### src/hw/rtl/ffha_pkg.sv
// ----------------------------------------------------------------------------
// ffha_pkg
// Shared constants, command codes and control structs of the first-fit
// heap allocator.
// ----------------------------------------------------------------------------
package ffha_pkg;

    localparam int ARENA_BYTES_DEF  = 65536;
    localparam int ALIGN_BYTES_DEF  = 16;
    localparam int HEADER_BYTES_DEF = 32;

    localparam int REQ_W  = 17;
    localparam int ADDR_W = 16;
    localparam int STAT_W = 2;

    localparam int S_TDATA_W = 40;
    localparam int M_TDATA_W = 24;

    localparam logic [STAT_W-1:0] ST_OK      = 2'd0;
    localparam logic [STAT_W-1:0] ST_NOSPACE = 2'd1;
    localparam logic [STAT_W-1:0] ST_IGNORED = 2'd2;

    localparam int OP_W = 5;
    localparam logic [OP_W-1:0] OP_NOP    = 5'd0;
    localparam logic [OP_W-1:0] OP_CLR    = 5'd1;
    localparam logic [OP_W-1:0] OP_LOAD   = 5'd2;
    localparam logic [OP_W-1:0] OP_ASTART = 5'd4;
    localparam logic [OP_W-1:0] OP_RD_G   = 5'd5;
    localparam logic [OP_W-1:0] OP_ANEXT  = 5'd6;
    localparam logic [OP_W-1:0] OP_TAKE   = 5'd7;
    localparam logic [OP_W-1:0] OP_WRN    = 5'd8;
    localparam logic [OP_W-1:0] OP_RD_X   = 5'd9;
    localparam logic [OP_W-1:0] OP_WR_XB  = 5'd10;
    localparam logic [OP_W-1:0] OP_WR_G   = 5'd11;
    localparam logic [OP_W-1:0] OP_FSTART = 5'd12;
    localparam logic [OP_W-1:0] OP_FCUR   = 5'd13;
    localparam logic [OP_W-1:0] OP_RD_B   = 5'd14;
    localparam logic [OP_W-1:0] OP_MERGEP = 5'd15;
    localparam logic [OP_W-1:0] OP_XN     = 5'd16;
    localparam logic [OP_W-1:0] OP_MERGEN = 5'd17;
    localparam logic [OP_W-1:0] OP_OUT    = 5'd18;

    typedef struct packed {
        logic [OP_W-1:0]   op;
        logic [STAT_W-1:0] st;
    } ffha_cmd_t;

    typedef struct packed {
        logic free_cmd;
        logic clr_done;
        logic bad_free;
        logic g_in;
        logic x_in;
        logic g_zero;
        logic fit;
        logic split;
        logic used_blk;
        logic rd_free;
    } ffha_stat_t;

endpackage

### src/hw/rtl/ffha_ctrl.sv
// ----------------------------------------------------------------------------
// ffha_ctrl
// Controller of the allocator: clearing pass, decode, first-fit walk,
// split, free with coalescing, and the result handshake.
// ----------------------------------------------------------------------------
module ffha_ctrl (
    input  logic                  aclk,
    input  logic                  aresetn,
    input  logic                  s_tvalid,
    output logic                  s_tready,
    output logic                  m_tvalid,
    input  logic                  m_tready,
    input  ffha_pkg::ffha_stat_t  stat,
    output ffha_pkg::ffha_cmd_t   cmd
);
    import ffha_pkg::*;

    localparam logic [4:0] S_CLR   = 5'd0;
    localparam logic [4:0] S_IDLE  = 5'd1;
    localparam logic [4:0] S_DEC   = 5'd3;
    localparam logic [4:0] S_ARD   = 5'd4;
    localparam logic [4:0] S_ACHK  = 5'd5;
    localparam logic [4:0] S_AWRN  = 5'd6;
    localparam logic [4:0] S_ARDA  = 5'd7;
    localparam logic [4:0] S_AWRA  = 5'd8;
    localparam logic [4:0] S_AWRG  = 5'd9;
    localparam logic [4:0] S_FRDG  = 5'd10;
    localparam logic [4:0] S_FTST  = 5'd11;
    localparam logic [4:0] S_FRDP  = 5'd12;
    localparam logic [4:0] S_FTP   = 5'd13;
    localparam logic [4:0] S_FRD1  = 5'd14;
    localparam logic [4:0] S_FWR1  = 5'd15;
    localparam logic [4:0] S_FNX   = 5'd16;
    localparam logic [4:0] S_FRDN  = 5'd17;
    localparam logic [4:0] S_FTN   = 5'd18;
    localparam logic [4:0] S_FRD2  = 5'd19;
    localparam logic [4:0] S_FWR2  = 5'd20;
    localparam logic [4:0] S_FWG   = 5'd21;
    localparam logic [4:0] S_OUT   = 5'd22;

    logic [4:0]        state_reg, state_next;
    logic [STAT_W-1:0] st_reg, st_next;
    logic              m_tvalid_reg, m_tvalid_next;

    always_comb begin
        state_next    = state_reg;
        st_next       = st_reg;
        m_tvalid_next = m_tvalid_reg && !m_tready;
        cmd.op        = OP_NOP;
        cmd.st        = st_reg;
        unique case (state_reg)
            S_CLR: begin
                cmd.op = OP_CLR;
                if (stat.clr_done) begin
                    state_next = S_IDLE;
                end
            end
            S_IDLE: begin
                if (s_tvalid) begin
                    cmd.op     = OP_LOAD;
                    state_next = S_DEC;
                end
            end
            S_DEC: begin
                if (!stat.free_cmd) begin
                    cmd.op     = OP_ASTART;
                    state_next = S_ARD;
                end else if (stat.bad_free) begin
                    st_next    = ST_IGNORED;
                    state_next = S_OUT;
                end else begin
                    cmd.op     = OP_FSTART;
                    state_next = S_FRDG;
                end
            end
            S_ARD: begin
                if (!stat.g_in) begin
                    st_next    = ST_NOSPACE;
                    state_next = S_OUT;
                end else begin
                    cmd.op     = OP_RD_G;
                    state_next = S_ACHK;
                end
            end
            S_ACHK: begin
                if (stat.fit) begin
                    cmd.op     = OP_TAKE;
                    state_next = stat.split ? S_AWRN : S_AWRG;
                end else begin
                    cmd.op     = OP_ANEXT;
                    state_next = S_ARD;
                end
            end
            S_AWRN: begin
                cmd.op     = OP_WRN;
                state_next = S_ARDA;
            end
            S_ARDA: begin
                if (stat.x_in) begin
                    cmd.op     = OP_RD_X;
                    state_next = S_AWRA;
                end else begin
                    state_next = S_AWRG;
                end
            end
            S_AWRA: begin
                cmd.op     = OP_WR_XB;
                state_next = S_AWRG;
            end
            S_AWRG: begin
                cmd.op     = OP_WR_G;
                st_next    = ST_OK;
                state_next = S_OUT;
            end
            S_FRDG: begin
                cmd.op     = OP_RD_G;
                state_next = S_FTST;
            end
            S_FTST: begin
                if (!stat.used_blk) begin
                    st_next    = ST_IGNORED;
                    state_next = S_OUT;
                end else begin
                    cmd.op     = OP_FCUR;
                    state_next = stat.g_zero ? S_FNX : S_FRDP;
                end
            end
            S_FRDP: begin
                cmd.op     = OP_RD_B;
                state_next = S_FTP;
            end
            S_FTP: begin
                if (stat.rd_free) begin
                    cmd.op     = OP_MERGEP;
                    state_next = S_FRD1;
                end else begin
                    state_next = S_FNX;
                end
            end
            S_FRD1: begin
                if (stat.x_in) begin
                    cmd.op     = OP_RD_X;
                    state_next = S_FWR1;
                end else begin
                    state_next = S_FNX;
                end
            end
            S_FWR1: begin
                cmd.op     = OP_WR_XB;
                state_next = S_FNX;
            end
            S_FNX: begin
                cmd.op     = OP_XN;
                state_next = S_FRDN;
            end
            S_FRDN: begin
                if (stat.x_in) begin
                    cmd.op     = OP_RD_X;
                    state_next = S_FTN;
                end else begin
                    state_next = S_FWG;
                end
            end
            S_FTN: begin
                if (stat.rd_free) begin
                    cmd.op     = OP_MERGEN;
                    state_next = S_FRD2;
                end else begin
                    state_next = S_FWG;
                end
            end
            S_FRD2: begin
                if (stat.x_in) begin
                    cmd.op     = OP_RD_X;
                    state_next = S_FWR2;
                end else begin
                    state_next = S_FWG;
                end
            end
            S_FWR2: begin
                cmd.op     = OP_WR_XB;
                state_next = S_FWG;
            end
            S_FWG: begin
                cmd.op     = OP_WR_G;
                st_next    = ST_OK;
                state_next = S_OUT;
            end
            S_OUT: begin
                if (!m_tvalid_reg || m_tready) begin
                    cmd.op        = OP_OUT;
                    m_tvalid_next = 1'b1;
                    state_next    = S_IDLE;
                end
            end
            default: begin
                state_next = S_IDLE;
            end
        endcase
    end

    always_ff @(posedge aclk) begin
        if (!aresetn) begin
            state_reg    <= S_CLR;
            st_reg       <= ST_OK;
            m_tvalid_reg <= 1'b0;
        end else begin
            state_reg    <= state_next;
            st_reg       <= st_next;
            m_tvalid_reg <= m_tvalid_next;
        end
    end

    assign s_tready = (state_reg == S_IDLE);
    assign m_tvalid = m_tvalid_reg;

endmodule

### config.mk
export PLATFORM = sky130hd
export DESIGN_NAME = ffha_ctrl
export DESIGN_NICKNAME = d
export VERILOG_FILES = /design/src/hw/rtl/ffha_pkg.sv /design/src/hw/rtl/ffha_ctrl.sv
export SDC_FILE = /design/constraint.sdc
export NUM_CORES = 1
export LEC_CHECK = 0
export BUFFER_PORTS_ARGS = -buffer_cell sky130_fd_sc_hd__buf_2
export CELL_PAD_IN_SITES_DETAIL_PLACEMENT = 1
export CELL_PAD_IN_SITES_GLOBAL_PLACEMENT = 1
export CORE_AREA = 2 2 57 59
export DETAILED_ROUTE_END_ITERATION = 7
export DIE_AREA = 0 0 59 61
export PLACE_DENSITY_LB_ADDON = 0.05
export SLEW_MARGIN = 20
export SYNTH_ARGS = -nofsm -noshare
export SYNTH_HDL_FRONTEND = slang
export SYNTH_SLANG_ARGS = --single-unit
### constraint.sdc
create_clock -name aclk -period 2 [get_ports aclk]
set_clock_uncertainty 0.1 [all_clocks]
set_input_delay 0.2 -clock aclk [delete_from_list [all_inputs] [get_ports aclk]]
set_output_delay 0.2 -clock aclk [all_outputs]
set_load 0.01 [all_outputs]
==> results of run 1 <==
[cells in the final DEF (no fill, tap or decap), types with 2 or more instances in the layout]
master and n:
nand4_1 4, o21ai_0 11, nor2b_1 3, a21boi_0 4
buf_4 13, nor2_1 11, nor4_1 3, inv_1 6
nand3_1 9, buf_2 22, and2_1 3, o31ai_2 2
and2b_1 3, a22oi_1 5, a31oi_1 9, or3_1 2
inv_2 2, o22ai_1 3, clkbuf_4 3, o31a_1 2
dfxtp_4 3, dfxtp_1 4, a21oi_1 4, buf_6 2
o2bb2ai_1 2, nand2_1 11, nor2b_4 2, nand2b_1 5
a32oi_1 2, nor3_1 5
[logic make-up after synthesis]
family          after synthesis
simple gates                 68
compound gates               62
buf+inv                      23
flops                         8
mux                           2
xor+xnor                      1
[where the power goes]
part           internal (mW)  switching [mW]  total, mW
logic                  0.466           0.660       1.13
clock network         0.0697          0.0734      0.143
registers              0.200          0.0629      0.263
total                  0.736           0.797       1.53
[stage by stage]
step	hold slack [ns]	instance area, um2	setup TNS (ns)	total power, mW
after floorplan	0.228	1100	0	0.900
after global placement	0.375	1290	0	1.24
after detailed placement	0.389	1290	0	1.24
after CTS	0.145	1330	0	1.41
after global routing	0.161	1420	-0.0505	1.63
final	0.135	1420	0	1.53
[per-layer routing]
layer | GRT usage | vias to the layer above
met3 | 0.0277 | 6
met4 | 0.0747 | 0
met1 | 0.364 | 713
li1 | - | 687
met5 | 0 | -
met2 | 0.481 | 53
[what timing repair did]
action	4_1_cts	5_1_grt
pin swaps	0	4
resized for setup	6	21
endpoints found under the setup margin	5	5
setup buffers	1	0
[layout make-up]
class                           instances  area share
Tap cell                               33      0.0291
Multi-Input combinational cell        133       0.630
Timing Repair Buffer                   38       0.177
Clock buffer                            3      0.0159
Inverter                                9      0.0265
Sequential cell                         8       0.122
[worst min path at each step]
stage / start / endpoint / slack [ns] / depth (start not counted)
6_report: aresetn / state_reg[4]$_SDFFE_PN0P_ / 0.13 / 2
5_1_grt: aresetn / state_reg[4]$_SDFFE_PN0P_ / 0.16 / 2
4_1_cts: aresetn / state_reg[4]$_SDFFE_PN0P_ / 0.15 / 2
3_5_place_dp: st_reg[0]$_SDFFE_PN0P_ / st_reg[0]$_SDFFE_PN0P_ / 0.39 / 2
3_3_place_gp: st_reg[0]$_SDFFE_PN0P_ / st_reg[0]$_SDFFE_PN0P_ / 0.37 / 2
2_1_floorplan: aresetn / state_reg[4]$_SDFFE_PN0P_ / 0.23 / 1
==> results.py, run 1 <==
metrics = {
    "cts": {
        "h-tree-depth": 1,
        "clk_latency_ns": 0.28,
        "cts_tree": "done",
        "clock-sinks": 8,
        "path_clk_slew_ns": 0.07,
        "root_buffer": "clkbuf_4",
        "clockBufferDepth": 2,
        "numCtsBuffers": 3,
        "hold_buffers": 0,
    },
    "worst_setup_path": {
        "critPathLaunchType": "flop",
        "ff2ff_path_depth": 5,
        "endpoint": "cmd[5]",
        "startpoint": "state_reg[2]$_SDFFE_PN0P_",
        "worstPathMaxFanout": 12,
        "timing.rr.end": "state_reg[4]$_SDFFE_PN0P_",
        "critPathMaxStageDelay_ns": 0.46,
        "cp.arrival_ns": 1.70,
        "crit_path_end_kind": "output port",
        "crit_chain": "nor2b_1, buf_4, inv_1, o22ai_1, a22oi_2, o2111ai_1, buf_2",
        "r2r_start": "state_reg[1]$_SDFFE_PN0P_",
        "cp_num_buf_inv": 3,
        "worst-path-stages": 7,
        "cp_slowest_cell": "dfxtp_4",
        "r2r_setup_slack_ns": 0.29,
        "required_ns": 1.70,
        "criticalPathCategory": "flop to output port",
        "crit_family": "flip-flops",
    },
    "timing": {
        "fin_ws_ns": 0.00300,
        "rsz0062_at_grt": "yes",
        "finalHoldViolCount": 0,
        "setup_viol": 0,
        "fmax_mhz": 501,
        "slew_viol_final": 0,
        "relSlewSlack": 0.741,
        "min_period_ns": 2.00,
        "worst_pin_slew_ns": 0.383,
        "fin_crit_sh": 0.998,
    },
    "cells_and_area": {
        "regArea_um2": 173,
        "antenna_cells": 0,
        "area_delta_synth_final_pct": 29.3,
        "layout-drive-gt1-share": 0.319,
        "final_nets": 207,
        "largest_reg_flops": 5,
        "multiInputGateArea_um2": 893,
        "final_util": 0.480,
        "fillers": 396,
        "final_cells": 224,
    },
    "die": {
        "io-pin-count": 23,
        "row_count": 20,
        "initial_utilization": 0.371,
        "core_mm2": 0.00295,
        "dieArea_mm2": 0.00360,
        "die_y_um": 61,
        "die_x_um": 59,
    },
    "logic_synthesis": {
        "synthCells": 164,
        "synth-compound-area-share": 0.402,
        "netlist_area_mm2": 0.00110,
        "synth_nets": 178,
        "avgSynthCellArea_um2": 6.68,
        "synth-main-ff-cell": "dfxtp_1",
        "synth_edf_count": 0,
        "synth_area_leader_cell": "dfxtp_1",
        "synth.most_common_cell": "o21ai_0",
        "yosys.area_share.adder": 0,
        "yosys_register_bits": 8,
        "yosys-top-cells-area": "dfxtp_1, o21ai_0, a31oi_1",
        "synth_top_family_by_area": "compound AO/OA/AOI/OAI gates",
        "synth-simple-area-share": 0.330,
        "yosys.area.top_type_share": 0.146,
        "yosysSeqAreaShare": 0.146,
        "synthXorXnorAreaFrac": 0.00799,
        "synthMuxAreaShare": 0.0194,
        "synth_cell_type_count": 49,
        "asyncSetResetFlopFracSynth": 0,
        "synth_common_cells": "o21ai_0, nand2_1, nor2_1",
        "ys_warn_count": 0,
    },
    "outcome": {
        "status": "complete, no violations",
    },
    "routing": {
        "wl_met1_mm": 2.10,
        "drc": 0,
        "wl_met3_um": 266,
        "routed_wl_mm": 4.69,
        "route.top_layer_used": "met4",
        "drtPass1Iterations": 4,
        "drt-initial-drc-count": 74,
        "vias": 1459,
        "antenna_left": 0,
        "wl_per_cell_um": 20.9,
        "wl_met2_mm": 2.26,
        "vias_per_cell": 6.51,
    },
    "grt": {
        "grt_start_max_net_pins": 20,
        "antenna_found_initial": 0,
        "grt_pass1_vias": 1407,
        "grtUsageTotal": 0.276,
        "grt_first_pass_wirelength_mm": 7.33,
        "gr-total-overflow": 0,
    },
    "power": {
        "leakagePower_nw": 0.549,
        "powerDensity_mw_per_mm2": 1080,
        "ir_drop_v": 0.000313,
    },
    "placement": {
        "dp_hpwl_mm": 3.47,
        "numPortBuffers": 22,
        "dp.cells": 220,
        "gp_congestion": 0.887,
        "pre_cts_ws_ns": 0.0974,
    },
    "worst_hold_path": {
        "hp-class": "primary input to flop",
    },
    "job": {
        "maxCapViolCount": 0,
    },
}
No activity file was read; power rests on OpenSTA's default activity.
==> run 2: changes to the inputs <==
--- a/config.mk
+++ b/config.mk
@@ -5,14 +5,16 @@
 export SDC_FILE = /design/constraint.sdc
 export NUM_CORES = 1
 export LEC_CHECK = 0
+export ABC_AREA = 1
 export BUFFER_PORTS_ARGS = -buffer_cell sky130_fd_sc_hd__buf_2
 export CELL_PAD_IN_SITES_DETAIL_PLACEMENT = 1
 export CELL_PAD_IN_SITES_GLOBAL_PLACEMENT = 1
-export CORE_AREA = 2 2 57 59
+export CORE_AREA = 2 2 58 60
 export DETAILED_ROUTE_END_ITERATION = 7
-export DIE_AREA = 0 0 59 61
+export DIE_AREA = 0 0 60 62
 export PLACE_DENSITY_LB_ADDON = 0.05
 export SLEW_MARGIN = 20
 export SYNTH_ARGS = -nofsm -noshare
 export SYNTH_HDL_FRONTEND = slang
 export SYNTH_SLANG_ARGS = --single-unit
+export TNS_END_PERCENT = 1
==> run 2 against run 1 <==
Design area down 5.2%. Flip-flop and latch count unchanged. Sequential share of layout area up 0.95 points. Synthesized cell count up 20%. Core utilization down 5.7 points. Clock power down 13%. Die area up 3.4%. Cell count up 21%. Critical path depth unchanged. Largest cell class unchanged. Largest power group unchanged.
==> results.py, run 2 <==
metrics = {
    "timing": {
        "fin_crit_sh": 0.966,
        "slew_viol_final": 0,
        "rsz0062_at_grt": "yes",
        "relSlewSlack": 0.756,
        "fin_ws_ns": 0.0674,
        "fmax_mhz": 517,
        "worst_pin_slew_ns": 0.364,
        "min_period_ns": 1.93,
        "finalHoldViolCount": 0,
        "setup_tns_ns": 0,
        "hold_ws_ns": 0.109,
        "setup_viol": 0,
    },
    "worst_setup_path": {
        "crit_chain": "nand2_2, nor2_4, nand2_1, a21oi_2, nor2_4, nand4_1, buf_2",
        "criticalPathCategory": "flop to output port",
        "required_ns": 1.70,
        "r2r_setup_slack_ns": 0.36,
        "critPathLaunchType": "flop",
        "crit_family": "simple AND/OR/NAND/NOR gates",
        "cp.arrival_ns": 1.63,
        "cp_slowest_cell": "dfxtp_4",
        "cpMostUsedCell": "nor2_4",
        "crit_path_end_kind": "output port",
        "worstPathMaxFanout": 6,
        "r2r_start": "state_reg[2]$_SDFFE_PN0P_",
        "critPathMaxStageDelay_ns": 0.41,
        "cp_num_buf_inv": 1,
        "timing.rr.end": "state_reg[4]$_SDFFE_PN0P_",
        "ff2ff_path_depth": 8,
    },
    "logic_synthesis": {
        "synth_cell_type_count": 19,
        "synth-main-ff-cell": "dfxtp_1",
        "ys_warn_count": 0,
        "synth_nets": 210,
        "synth_edf_count": 0,
        "yosys.area.top_type_share": 0.185,
        "asyncSetResetFlopFracSynth": 0,
        "yosys-top-cells-area": "nand2_1, dfxtp_1, nor2_1",
        "avgSynthCellArea_um2": 5.18,
        "yosys_register_bits": 8,
        "yosysSeqAreaShare": 0.158,
        "synth_area_leader_cell": "nand2_1",
        "synth.most_common_cell": "nand2_1",
        "synth_common_cells": "nand2_1, nor2_1, nand3_1",
        "synthCells": 196,
        "netlist_area_mm2": 0.00102,
    },
    "cells_and_area": {
        "layout_common_cells": "nand2_1, nor2_1, nand3_1",
        "antenna_cells": 0,
        "multiInputGateArea_um2": 828,
        "fillers": 465,
        "final_cells": 272,
        "final_area_mm2": 0.00134,
        "area_delta_synth_final_pct": 32.3,
        "layout-drive-gt1-share": 0.296,
        "largest_reg_flops": 5,
        "regArea_um2": 176,
        "layout_commonest_cell": "nand2_1",
        "final_util": 0.423,
        "final_nets": 242,
    },
    "cts": {
        "path_clk_slew_ns": 0.06,
        "root_buffer": "clkbuf_4",
        "clk_latency_ns": 0.25,
        "clock-sinks": 8,
        "numCtsBuffers": 3,
        "hold_buffers": 0,
        "clockBufferDepth": 2,
        "h-tree-depth": 1,
        "cts_tree": "done",
    },
    "die": {
        "io-pin-count": 23,
        "die_y_um": 62,
        "core_mm2": 0.00318,
        "dieArea_mm2": 0.00372,
        "initial_utilization": 0.320,
        "die_x_um": 60,
        "row_count": 21,
    },
    "outcome": {
        "status": "complete, no violations",
    },
    "worst_hold_path": {
        "min_to": "state_reg[0]$_SDFFE_PN0P_",
        "hp-class": "primary input to flop",
        "hold_depth": 3,
        "hp-start": "aresetn",
    },
    "routing": {
        "routed_wl_mm": 4.32,
        "drt-initial-drc-count": 84,
        "antenna_left": 0,
        "vias_per_cell": 5.29,
        "wl_per_cell_um": 15.9,
        "drtPass1Iterations": 4,
        "drc": 0,
        "vias": 1439,
    },
    "grt": {
        "grt_first_pass_wirelength_mm": 6.62,
        "grt_pass1_vias": 1346,
        "grtUsageTotal": 0.243,
        "gr-total-overflow": 0,
        "antenna_found_initial": 0,
        "grt_start_max_net_pins": 10,
    },
    "job": {
        "maxCapViolCount": 0,
    },
    "placement": {
        "numPortBuffers": 22,
        "dp.cells": 266,
        "dp_hpwl_mm": 3.57,
        "dpl_cell_area_mm2": 0.00119,
        "pre_cts_ws_ns": 0.135,
        "gp_congestion": 0.954,
    },
    "power": {
        "powerDensity_mw_per_mm2": 831,
        "power_mw": 1.12,
        "ir_drop_v": 0.000425,
        "leakagePower_nw": 0.762,
    },
}
-- run 2: changes by cell type after synthesis, sizes merged, moves of 5 or more --
cell | before | now
a21boi | 5 | 0
a21oi | 4 | 9
a22oi | 6 | 0
a31oi | 9 | 0
buf | 10 | 1
inv | 9 | 27
nand2 | 11 | 54
nand2b | 6 | 0
nand3 | 10 | 27
nor2 | 12 | 46
nor2b | 5 | 0
o21ai | 12 | 5
-- run 2: power by group --
part / internal, mW / leakage [nW] / switching, mW
logic: 0.256 / 0.680 / 0.469
clock network: 0.0687 / 0.0138 / 0.0552
registers: 0.202 / 0.0683 / 0.0662
-- run 2: cells by family (layout without fill, tap and decap cells) --
group | Yosys count | after routing | share of synthesized area
flops | 8 | 8 | 0.158
buf+inv | 28 | 58 | 0.111
simple gates | 142 | 142 | 0.634
compound gates | 18 | 18 | 0.0973
-- run 2: final cells by class --
cell class                      instances  area share
Clock buffer                            3      0.0168
Inverter                               27      0.0773
Multi-Input combinational cell        160       0.616
Sequential cell                         8       0.131
Tap cell                               46      0.0428
Timing Repair Buffer                   28       0.115
-- run 2: per-layer routing --
metal | vias to the layer above | GRT usage | share of wire
met5 | - | 0 | 0
met4 | 0 | 0.0921 | 0.029
met3 | 11 | 0.00621 | 0.052
met2 | 49 | 0.421 | 0.49
met1 | 676 | 0.324 | 0.43
li1 | 703 | - | -
-- run 2: worst max-delay path by stage --
stage          slack (ns)  cells past startpoint     end                 startpoint
2_1_floorplan        0.48                      7  cmd[3]  state_reg[1]$_SDFFE_PN0P_
3_3_place_gp         0.19                      8  cmd[2]  state_reg[0]$_SDFFE_PN0P_
3_5_place_dp         0.13                      8  cmd[3]  state_reg[1]$_SDFFE_PN0P_
4_1_cts             -0.05                      9  cmd[4]  state_reg[2]$_SDFFE_PN0P_
5_1_grt             -0.03                      7  cmd[4]  state_reg[1]$_SDFFE_PN0P_
6_report             0.07                      7  cmd[4]  state_reg[1]$_SDFFE_PN0P_
-- run 2: tightest hold or removal path: cells and delay by family --
kind | cells | cell delay, ns
and+or+nand+nor | 1 | 0.08
AOI/OAI and AO/OA | 1 | 0.04
buffers and inverters | 1 | 0.10
-- run 2: what timing repair did --
action,CTS,global route
pin swaps,0,3
endpoints found under the setup margin,4,4
setup buffers,0,3
gates resized for setup,5,28
